## config.mk

```make
export PLATFORM = sky130hd
export DESIGN_NAME = periodic_task_tick_scheduler_flat
export DESIGN_NICKNAME = d
export VERILOG_FILES = /design/src/rtl/core/ptts_pkg.sv /design/src/rtl/core/ptts_if.sv /design/src/rtl/core/ptts_cell.sv /design/src/rtl/core/periodic_task_tick_scheduler.sv /design/src/flat_wrapper.sv
export SDC_FILE = /design/constraint.sdc
export NUM_CORES = 1
export LEC_CHECK = 0
export ABC_CLOCK_PERIOD_IN_PS = 5200
export BUFFER_PORTS_ARGS = -buffer_cell sky130_fd_sc_hd__buf_2
export CAP_MARGIN = 5
export CORE_MARGIN = 5
export CORE_UTILIZATION = 30
export DETAILED_ROUTE_END_ITERATION = 16
export PLACE_DENSITY = 0.41
export SLEW_MARGIN = 20
export SYNTH_ARGS = -nofsm -noshare
export SYNTH_HDL_FRONTEND = slang
export SYNTH_HIERARCHICAL = 1
export SYNTH_SLANG_ARGS = --single-unit
```

## constraint.sdc

```tcl
create_clock -name clock -period 5.2 [get_ports clock]
set_input_delay 0.78 -clock clock [delete_from_list [all_inputs] [get_ports clock]]
set_output_delay 0.78 -clock clock [all_outputs]
set_load 0.02 [all_outputs]
```

## src/rtl/core/ptts_pkg.sv

```systemverilog
`timescale 1ns / 1ps
// ----------------------------------------------------------------------------
// Periodic task tick scheduler package
// Shared widths, operation and result codes, and the types that pass between
// the control logic and the row of slot cells.
// ----------------------------------------------------------------------------
package ptts_pkg;

   // Field widths of the request and response channels.
   localparam int OP_W      = 3;
   localparam int SLOT_W    = 3;
   localparam int HANDLER_W = 8;
   localparam int TIME_W    = 16;
   localparam int KIND_W    = 2;

   // Default number of task slots in the table.
   localparam int SLOT_COUNT_DEF = 8;

   // Request operations.
   typedef enum logic [OP_W-1:0] {
      OP_TICK    = 3'd0,
      OP_CREATE  = 3'd1,
      OP_SUSPEND = 3'd2,
      OP_RESUME  = 3'd3,
      OP_DELETE  = 3'd4
   } op_type;

   // Response kinds.
   typedef enum logic [KIND_W-1:0] {
      KIND_STATUS    = 2'd0,
      KIND_FIRED     = 2'd1,
      KIND_TICK_NONE = 2'd2
   } kind_type;

   // Operation status codes.
   localparam logic STATUS_OK         = 1'b0;
   localparam logic STATUS_NO_HANDLER = 1'b1;

   // Control states of the scheduler.
   typedef enum logic [1:0] {
      ST_IDLE,
      ST_SCAN,
      ST_FINISH
   } state_type;

   // Operation broadcast to every cell; only the addressed cell acts on it.
   typedef struct packed {
      logic                 valid;
      op_type               op;
      logic [SLOT_W-1:0]    slot;
      logic [HANDLER_W-1:0] handler;
      logic [TIME_W-1:0]    period;
      logic [TIME_W-1:0]    first_delay;
   } cmd_type;

   // Firing report of one cell; all zero unless the cell fires.
   typedef struct packed {
      logic                 fire;
      logic [SLOT_W-1:0]    slot;
      logic [HANDLER_W-1:0] handler;
   } fire_type;

endpackage

```

## src/rtl/core/ptts_if.sv

```systemverilog
`timescale 1ns / 1ps
// ----------------------------------------------------------------------------
// Periodic task tick scheduler channel interfaces
// Valid/ready channels for scheduler requests and for scheduler responses.
// ----------------------------------------------------------------------------

// Request channel: one operation or tick per request.
interface ptts_req_if;
   logic                           valid;
   logic                           ready;
   logic [ptts_pkg::OP_W-1:0]      op;
   logic [ptts_pkg::SLOT_W-1:0]    slot;
   logic [ptts_pkg::HANDLER_W-1:0] handler;
   logic [ptts_pkg::TIME_W-1:0]    period;
   logic [ptts_pkg::TIME_W-1:0]    first_delay;

   modport source (output valid, op, slot, handler, period, first_delay, input ready);
   modport sink (input valid, op, slot, handler, period, first_delay, output ready);
endinterface

// Response channel: status or fired-task results.
interface ptts_rsp_if;
   logic                           valid;
   logic                           ready;
   logic [ptts_pkg::KIND_W-1:0]    kind;
   logic                           status;
   logic [ptts_pkg::SLOT_W-1:0]    fired_slot;
   logic [ptts_pkg::HANDLER_W-1:0] fired_handler;
   logic                           last;

   modport source (output valid, kind, status, fired_slot, fired_handler, last, input ready);
   modport sink (input valid, kind, status, fired_slot, fired_handler, last, output ready);
endinterface

```

## src/rtl/core/ptts_cell.sv

```systemverilog
`timescale 1ns / 1ps
// ----------------------------------------------------------------------------
// Periodic task tick scheduler slot cell
// Holds one task slot and passes the tick scan token to its right neighbor.
// ----------------------------------------------------------------------------
module ptts_cell #(
   parameter int CELL_INDEX = 0
) (
   input  logic               clock,
   input  logic               reset,
   input  ptts_pkg::cmd_type  cmd,
   input  logic               token_in,
   input  logic               step,
   output logic               token_out,
   output ptts_pkg::fire_type fire_out
);

   logic [ptts_pkg::HANDLER_W-1:0] handler_ff, handler_in;
   logic [ptts_pkg::TIME_W-1:0]    period_ff, period_in;
   logic [ptts_pkg::TIME_W-1:0]    countdown_ff, countdown_in;
   logic                           running_ff, running_in;
   logic                           token_ff, token_in_nx;
   logic                           addressed;
   logic                           visit;
   logic                           zero_count;

   assign addressed  = cmd.valid && (int'(cmd.slot) == CELL_INDEX);
   assign visit      = token_ff && step;
   assign zero_count = (countdown_ff == '0);

   // The scan token moves one cell to the right on every step.
   assign token_in_nx = step ? token_in : token_ff;
   assign token_out   = token_ff;

   // Report a firing while this cell holds the token.
   always_comb begin
      fire_out = '0;
      if (token_ff && running_ff && zero_count && (handler_ff != '0)) begin
         fire_out.fire    = 1'b1;
         fire_out.slot    = ptts_pkg::SLOT_W'(CELL_INDEX);
         fire_out.handler = handler_ff;
      end
   end

   // Slot update from an addressed operation or from the tick visit.
   always_comb begin
      handler_in   = handler_ff;
      period_in    = period_ff;
      countdown_in = countdown_ff;
      running_in   = running_ff;
      if (addressed) begin
         case (cmd.op)
            ptts_pkg::OP_CREATE: begin
               if ((cmd.handler != '0) && (handler_ff == '0)) begin
                  handler_in   = cmd.handler;
                  period_in    = cmd.period;
                  countdown_in = cmd.first_delay;
                  running_in   = 1'b1;
               end
            end
            ptts_pkg::OP_SUSPEND: running_in = 1'b0;
            ptts_pkg::OP_RESUME:  running_in = 1'b1;
            ptts_pkg::OP_DELETE:  handler_in = '0;
            default: ;
         endcase
      end else if (visit && running_ff) begin
         countdown_in = zero_count ? (period_ff - 1'b1) : (countdown_ff - 1'b1);
      end
   end

   always_ff @(posedge clock) begin
      if (reset) begin
         handler_ff   <= '0;
         period_ff    <= '0;
         countdown_ff <= '0;
         running_ff   <= 1'b0;
         token_ff     <= 1'b0;
      end else begin
         handler_ff   <= handler_in;
         period_ff    <= period_in;
         countdown_ff <= countdown_in;
         running_ff   <= running_in;
         token_ff     <= token_in_nx;
      end
   end

endmodule

```

## src/rtl/core/periodic_task_tick_scheduler.sv

```systemverilog
`timescale 1ns / 1ps
// ----------------------------------------------------------------------------
// Periodic task tick scheduler
// Task table held in a row of slot cells; a tick walks a token down the row
// and reports the firing tasks in slot order.
// ----------------------------------------------------------------------------
//  Channel   Direction  Carries
//  req_if    in         op, slot, handler, period, first_delay
//  rsp_if    out        kind, status, fired_slot, fired_handler, last
//
// Create, suspend, resume and delete each answer with one status. In a tick the
// scan token visits one cell per cycle while the scan is not paused, then the
// final response is issued. A fired task is held back by one firing so that the
// final one carries last; the scan pauses while the response register is full
// and a held response must go out. Reset is synchronous and empties every slot.
// A new request is taken only when the scheduler is idle.
// ----------------------------------------------------------------------------
module periodic_task_tick_scheduler #(
   parameter int SLOT_COUNT = ptts_pkg::SLOT_COUNT_DEF
) (
   input logic       clock,
   input logic       reset,
   ptts_req_if.sink  req_if,
   ptts_rsp_if.source rsp_if
);

   ptts_pkg::state_type state_ff, state_in;
   ptts_pkg::cmd_type   cmd;
   ptts_pkg::fire_type  fire_vec [SLOT_COUNT];
   ptts_pkg::fire_type  sel;
   logic [SLOT_COUNT:0] token;

   logic req_accept;
   logic is_tick;
   logic out_free;
   logic step;
   logic scan_done;

   // Held firing, waiting to learn whether it is the last one.
   logic                           pend_valid_ff, pend_valid_in;
   logic [ptts_pkg::SLOT_W-1:0]    pend_slot_ff, pend_slot_in;
   logic [ptts_pkg::HANDLER_W-1:0] pend_handler_ff, pend_handler_in;

   // Response register.
   logic                           rsp_valid_ff, rsp_valid_in;
   ptts_pkg::kind_type             rsp_kind_ff, rsp_kind_in;
   logic                           rsp_status_ff, rsp_status_in;
   logic [ptts_pkg::SLOT_W-1:0]    rsp_slot_ff, rsp_slot_in;
   logic [ptts_pkg::HANDLER_W-1:0] rsp_handler_ff, rsp_handler_in;
   logic                           rsp_last_ff, rsp_last_in;

   assign out_free   = !rsp_valid_ff || rsp_if.ready;
   assign req_accept = req_if.valid && req_if.ready;
   assign is_tick    = (ptts_pkg::op_type'(req_if.op) == ptts_pkg::OP_TICK);

   // Operation broadcast to the cells.
   always_comb begin
      cmd.valid       = req_accept && !is_tick;
      cmd.op          = ptts_pkg::op_type'(req_if.op);
      cmd.slot        = req_if.slot;
      cmd.handler     = req_if.handler;
      cmd.period      = req_if.period;
      cmd.first_delay = req_if.first_delay;
   end

   // Row of slot cells; a tick injects the token into the first cell.
   assign token[0] = req_accept && is_tick;

   for (genvar i = 0; i < SLOT_COUNT; i++) begin : g_cell
      ptts_cell #(
         .CELL_INDEX (i)
      ) u_cell (
         .clock     (clock),
         .reset     (reset),
         .cmd       (cmd),
         .token_in  (token[i]),
         .step      (step),
         .token_out (token[i+1]),
         .fire_out  (fire_vec[i])
      );
   end

   // Only the token holder can report a firing, so an OR selects it.
   always_comb begin
      sel = '0;
      for (int i = 0; i < SLOT_COUNT; i++) begin
         sel = ptts_pkg::fire_type'(sel | fire_vec[i]);
      end
   end

   // Hold the scan when a held firing must be sent but the output is full.
   assign step      = !(sel.fire && pend_valid_ff && !out_free);
   assign scan_done = token[SLOT_COUNT] && step;

   // Next state.
   always_comb begin
      state_in = state_ff;
      case (state_ff)
         ptts_pkg::ST_IDLE:   if (req_accept && is_tick) state_in = ptts_pkg::ST_SCAN;
         ptts_pkg::ST_SCAN:   if (scan_done) state_in = ptts_pkg::ST_FINISH;
         ptts_pkg::ST_FINISH: if (out_free) state_in = ptts_pkg::ST_IDLE;
         default:             state_in = ptts_pkg::ST_IDLE;
      endcase
   end

   // State outputs.
   always_comb begin
      case (state_ff)
         ptts_pkg::ST_IDLE: req_if.ready = out_free;
         default:           req_if.ready = 1'b0;
      endcase
   end

   // Held firing and response register loading.
   always_comb begin
      pend_valid_in   = pend_valid_ff;
      pend_slot_in    = pend_slot_ff;
      pend_handler_in = pend_handler_ff;
      rsp_valid_in    = rsp_valid_ff && !rsp_if.ready;
      rsp_kind_in     = rsp_kind_ff;
      rsp_status_in   = rsp_status_ff;
      rsp_slot_in     = rsp_slot_ff;
      rsp_handler_in  = rsp_handler_ff;
      rsp_last_in     = rsp_last_ff;

      if (cmd.valid) begin
         rsp_valid_in   = 1'b1;
         rsp_kind_in    = ptts_pkg::KIND_STATUS;
         rsp_status_in  = ((cmd.op == ptts_pkg::OP_CREATE) && (cmd.handler == '0)) ?
                          ptts_pkg::STATUS_NO_HANDLER : ptts_pkg::STATUS_OK;
         rsp_slot_in    = '0;
         rsp_handler_in = '0;
         rsp_last_in    = 1'b1;
      end

      if ((state_ff == ptts_pkg::ST_SCAN) && sel.fire && step) begin
         if (pend_valid_ff) begin
            rsp_valid_in   = 1'b1;
            rsp_kind_in    = ptts_pkg::KIND_FIRED;
            rsp_status_in  = ptts_pkg::STATUS_OK;
            rsp_slot_in    = pend_slot_ff;
            rsp_handler_in = pend_handler_ff;
            rsp_last_in    = 1'b0;
         end
         pend_valid_in   = 1'b1;
         pend_slot_in    = sel.slot;
         pend_handler_in = sel.handler;
      end

      if ((state_ff == ptts_pkg::ST_FINISH) && out_free) begin
         rsp_valid_in  = 1'b1;
         rsp_status_in = ptts_pkg::STATUS_OK;
         rsp_last_in   = 1'b1;
         if (pend_valid_ff) begin
            rsp_kind_in    = ptts_pkg::KIND_FIRED;
            rsp_slot_in    = pend_slot_ff;
            rsp_handler_in = pend_handler_ff;
         end else begin
            rsp_kind_in    = ptts_pkg::KIND_TICK_NONE;
            rsp_slot_in    = '0;
            rsp_handler_in = '0;
         end
         pend_valid_in = 1'b0;
      end
   end

   // Control registers.
   always_ff @(posedge clock) begin
      if (reset) begin
         state_ff      <= ptts_pkg::ST_IDLE;
         pend_valid_ff <= 1'b0;
         rsp_valid_ff  <= 1'b0;
      end else begin
         state_ff      <= state_in;
         pend_valid_ff <= pend_valid_in;
         rsp_valid_ff  <= rsp_valid_in;
      end
   end

   // Payload registers.
   always_ff @(posedge clock) begin
      pend_slot_ff    <= pend_slot_in;
      pend_handler_ff <= pend_handler_in;
      rsp_kind_ff     <= rsp_kind_in;
      rsp_status_ff   <= rsp_status_in;
      rsp_slot_ff     <= rsp_slot_in;
      rsp_handler_ff  <= rsp_handler_in;
      rsp_last_ff     <= rsp_last_in;
   end

   assign rsp_if.valid         = rsp_valid_ff;
   assign rsp_if.kind          = rsp_kind_ff;
   assign rsp_if.status        = rsp_status_ff;
   assign rsp_if.fired_slot    = rsp_slot_ff;
   assign rsp_if.fired_handler = rsp_handler_ff;
   assign rsp_if.last          = rsp_last_ff;

endmodule

```

## src/flat_wrapper.sv

```systemverilog
// flat-port wrapper written by rule: the top's interface ports become plain ports
module periodic_task_tick_scheduler_flat 
#(
   parameter int SLOT_COUNT = ptts_pkg::SLOT_COUNT_DEF
)
  (clock, reset, req_if_valid, req_if_op, req_if_slot, req_if_handler, req_if_period, req_if_first_delay, req_if_ready, rsp_if_valid, rsp_if_kind, rsp_if_status, rsp_if_fired_slot, rsp_if_fired_handler, rsp_if_last, rsp_if_ready);
  ptts_req_if req_if_i ();
  ptts_rsp_if rsp_if_i ();
  input logic clock;
  input logic reset;
  input wire logic [$bits(req_if_i.valid)-1:0] req_if_valid;
  input wire logic [$bits(req_if_i.op)-1:0] req_if_op;
  input wire logic [$bits(req_if_i.slot)-1:0] req_if_slot;
  input wire logic [$bits(req_if_i.handler)-1:0] req_if_handler;
  input wire logic [$bits(req_if_i.period)-1:0] req_if_period;
  input wire logic [$bits(req_if_i.first_delay)-1:0] req_if_first_delay;
  output wire logic [$bits(req_if_i.ready)-1:0] req_if_ready;
  output wire logic [$bits(rsp_if_i.valid)-1:0] rsp_if_valid;
  output wire logic [$bits(rsp_if_i.kind)-1:0] rsp_if_kind;
  output wire logic [$bits(rsp_if_i.status)-1:0] rsp_if_status;
  output wire logic [$bits(rsp_if_i.fired_slot)-1:0] rsp_if_fired_slot;
  output wire logic [$bits(rsp_if_i.fired_handler)-1:0] rsp_if_fired_handler;
  output wire logic [$bits(rsp_if_i.last)-1:0] rsp_if_last;
  input wire logic [$bits(rsp_if_i.ready)-1:0] rsp_if_ready;
  assign req_if_i.valid = req_if_valid;
  assign req_if_i.op = req_if_op;
  assign req_if_i.slot = req_if_slot;
  assign req_if_i.handler = req_if_handler;
  assign req_if_i.period = req_if_period;
  assign req_if_i.first_delay = req_if_first_delay;
  assign req_if_ready = req_if_i.ready;
  assign rsp_if_valid = rsp_if_i.valid;
  assign rsp_if_kind = rsp_if_i.kind;
  assign rsp_if_status = rsp_if_i.status;
  assign rsp_if_fired_slot = rsp_if_i.fired_slot;
  assign rsp_if_fired_handler = rsp_if_i.fired_handler;
  assign rsp_if_last = rsp_if_i.last;
  assign rsp_if_i.ready = rsp_if_ready;
  periodic_task_tick_scheduler #(.SLOT_COUNT(SLOT_COUNT)) u_core (.clock(clock), .reset(reset), .req_if(req_if_i), .rsp_if(rsp_if_i));
endmodule
```

==> metrics <==
status=finished clean; Static Leak=9.15 nW; top cells by area, synth=dfxtp_1 (33%), nand2_1 (8.1%), a21oi_1 (5.9%); CP Depth=13; Least-Margin Pin Slew=1090 ps; Clock power frac=49.7%; initial antenna violation count=15; die width=278 um; Pwr Total=6.81 mW; layout cell share with drive strength beyond 1=11.6%; Slew HR=26.5%; post-synthesis sequential area ratio=34.4%; clock transition at the registers of the reported paths=60 ps; ys flop type=dfxtp_1; # DRC=0; fmax=223 MHz; VDD IR max=0.216 mV; Die H=278 um; Min-Delay Path Class=reg -> reg; clk sinks=366; # port buffers=66; WL/cell=24.6 um; Vias=22113; # hold bufs at CTS=0; initial DRC count=2094; power share of the combinational group=8.5%; post-route ant nets=0; Clock Skews=22.8 ps; Final Hold Viols=0; Post-synth EDFFs=11; Register-to-Register Setup Slack=720 ps; P_int=4.98 mW; Reg-to-Reg End=u_core/g_cell[2].u_cell/countdown_ff[13]; HPWL Detailed=60700 um; CP endpoint=u_core/g_cell[2].u_cell/countdown_ff[13]; number of max-cap violations=0; Die Area=77500 sq um; Synth cell types=92; setup bufs post-CTS=0; Critical Path Max Stage Delay=640 ps; RSZ-0062 raised after global routing=false; syn_area_per_cell=7.85 sq um; delay-heaviest family, CP=simple AND/OR/NAND/NOR gates; fin. max-slew vios=0; area leader, netlist=dfxtp_1; gpl congestion=0.880; Worst Path Required=5650 ps; initial core utilization=30.2%; CTS tree=yes; synth cell count leaders=nand2_1 (469), dfxtp_1 (355), nor2_1 (262); Vias/cell=5.89; P_sw=1.82 mW; Reg2Reg Launch Point=u_core/g_cell[7].u_cell/countdown_ff[7]; post-cts sizing count=0; GRT Util Overall=22.6%; yosys warns=6; grt total ovfl=0; CTS H-tree lvls=2; clock buffer depth=3; largest net degree at the start of global routing=90; endpoint class of the critical path=register; CP arrival=4920 ps; most used cell, CP=or4_4; share of power burned in registers=41.8%; CTS Buf Count=48; final setup violation count=0; Power per Cell Area=280 nW/um^2; vias in the first global route=20942; CP Buf/Inv Count=1; first-pass GRT wire length=137000 um; clk root buf=clkbuf_16; Async SR Flop Fraction=0%; Ports=67; Setup TNS Final=0 ps; reg2reg path depth=13; Area Overhead vs Synth=12.6%; Worst-Skew Late Latency=600 ps; Synth top area share=32.9%; Crit Path Class=reg -> reg; Critical Path Fanout Max=13; Sw Share=26.8%; core area=71500 sq um; drt total wl=92300 um; final period utilization=86.1%; ordered cell list for the critical path=or4_4 -> nor3b_4 -> nand2_1 -> nor3_2 -> or4_4 -> o211ai_1 -> buf_4 -> nand3_1 -> nand2b_1 -> o21ai_1 -> and3_1 -> a21oi_1 -> o22ai_1; minimum clock period=4480 ps; CP max stage cell=nor3_2; count leader, synth=nand2_1; Layout Nets=2819; synthesized netlist cell count=2755; Seq cells post-synth=366; startpoint types=register; Pre-antenna DRT Iters=6; CP Launch Point=u_core/g_cell[7].u_cell/countdown_ff[7]; # rows=98; Synth Cell Area=21600 sq um
layer usage:
layer / track usage [%] / up-vias / share of wire, %
met3: 2.57 / 137 / 6.1
met5: 0 / - / 0
met2: 36.0 / 792 / 45
met4: 8.39 / 0 / 3.5
li1: - / 10271 / -
met1: 31.7 / 10913 / 45
metrics by stage:
step | hold WS [ps] | setup slack [ps] | std cells | area [sq um] | utilization, %
4_1_cts | 452 | 711 | 3748 | 24300 | 34.0
3_5_place_dp | 444 | 554 | 3661 | 22700 | 31.8
2_1_floorplan | 432 | 1100 | 2760 | 21600 | -
5_1_grt | 471 | 376 | 3748 | 24300 | 34.0
6_report | 449 | 724 | 3756 | 24300 | 34.1
3_3_place_gp | 443 | 649 | 3661 | 22700 | 31.8
layout make-up:
class,count,area (sq um)
timing repair buffer,114,701
fill,7552,47100
clock buffer,68,1390
inverter,26,97.6
tap,950,1190
clock inverter,19,220
sequential,366,7440
antenna,8,20.0
multi-input combinational,2205,13300
kinds of logic after synthesis:
| logic type | after synthesis | synth area share (%) |
|---|---|---|
| AOI/OAI and AO/OA | 797 | 25.2 |
| xor gates and xnor gates | 63 | 2.55 |
| adders and majority gates | 8 | 0.463 |
| buffers and inverters | 189 | 4.32 |
| DFF | 366 | 34.4 |
| muxes | 32 | 1.48 |
| other | 7 | 0.122 |
| and+or+nand+nor | 1293 | 31.4 |
registers in the layout (all words and copies together), names as in the netlist, 3 cells and up:
signal,count
u_core/g_cell.u_cell/countdown_ff,128
u_core/g_cell.u_cell/period_ff,128
u_core/g_cell.u_cell/handler_ff,64
u_core/g_cell.u_cell/running_ff,8
u_core/g_cell.u_cell/token_out,8
u_core/pend_handler_ff,8
u_core/rsp_if.fired_handler,8
u_core/pend_slot_ff,3
u_core/rsp_if.fired_slot,3
power by group through the flow:
stage	Sequential, mW	Clock (mW)	Combinational, mW
CTS	2.84	3.49	0.577
detailed placement	2.90	0	0.575
global route	2.84	3.60	0.613
global placement	2.90	0	0.575
floorplan	2.90	0	0.291
finish	2.84	3.38	0.579
placed cells by master, fill, tap and decap left out, types with 60 or more instances in the layout:
| cell | instances |
|---|---|
| and2_1 | 87 |
| dfxtp_1 | 355 |
| nand3_1 | 82 |
| o21ai_0 | 72 |
| nor2_1 | 262 |
| nor4_1 | 60 |
| nand2_1 | 469 |
| a21oi_1 | 254 |
| buf_2 | 65 |
| a22oi_1 | 64 |
worst register-to-register path, delay by kind of cell, from the launching register on:
kind | cells | cell delay [ps]
AO/OA/AOI/OAI | 4 | 700
AND/OR/NAND/NOR | 8 | 3020
flip-flops | 1 | 390
buffers and inverters | 1 | 240
worst min-delay path by stage:
stage | to | from | depth (start not counted)
after floorplan | u_core/g_cell[0].u_cell/period_ff[15] | u_core/g_cell[0].u_cell/period_ff[15] | 2
final | u_core/rsp_if.kind[0] | u_core/rsp_if.kind[0] | 2
after detailed placement | u_core/rsp_if.kind[0] | u_core/rsp_if.kind[0] | 2
after global routing | u_core/rsp_if.kind[0] | u_core/rsp_if.kind[0] | 2
after global placement | u_core/rsp_if.kind[0] | u_core/rsp_if.kind[0] | 2
after CTS | u_core/rsp_if.kind[0] | u_core/rsp_if.kind[0] | 2
(Power assumes the default switching activity.)
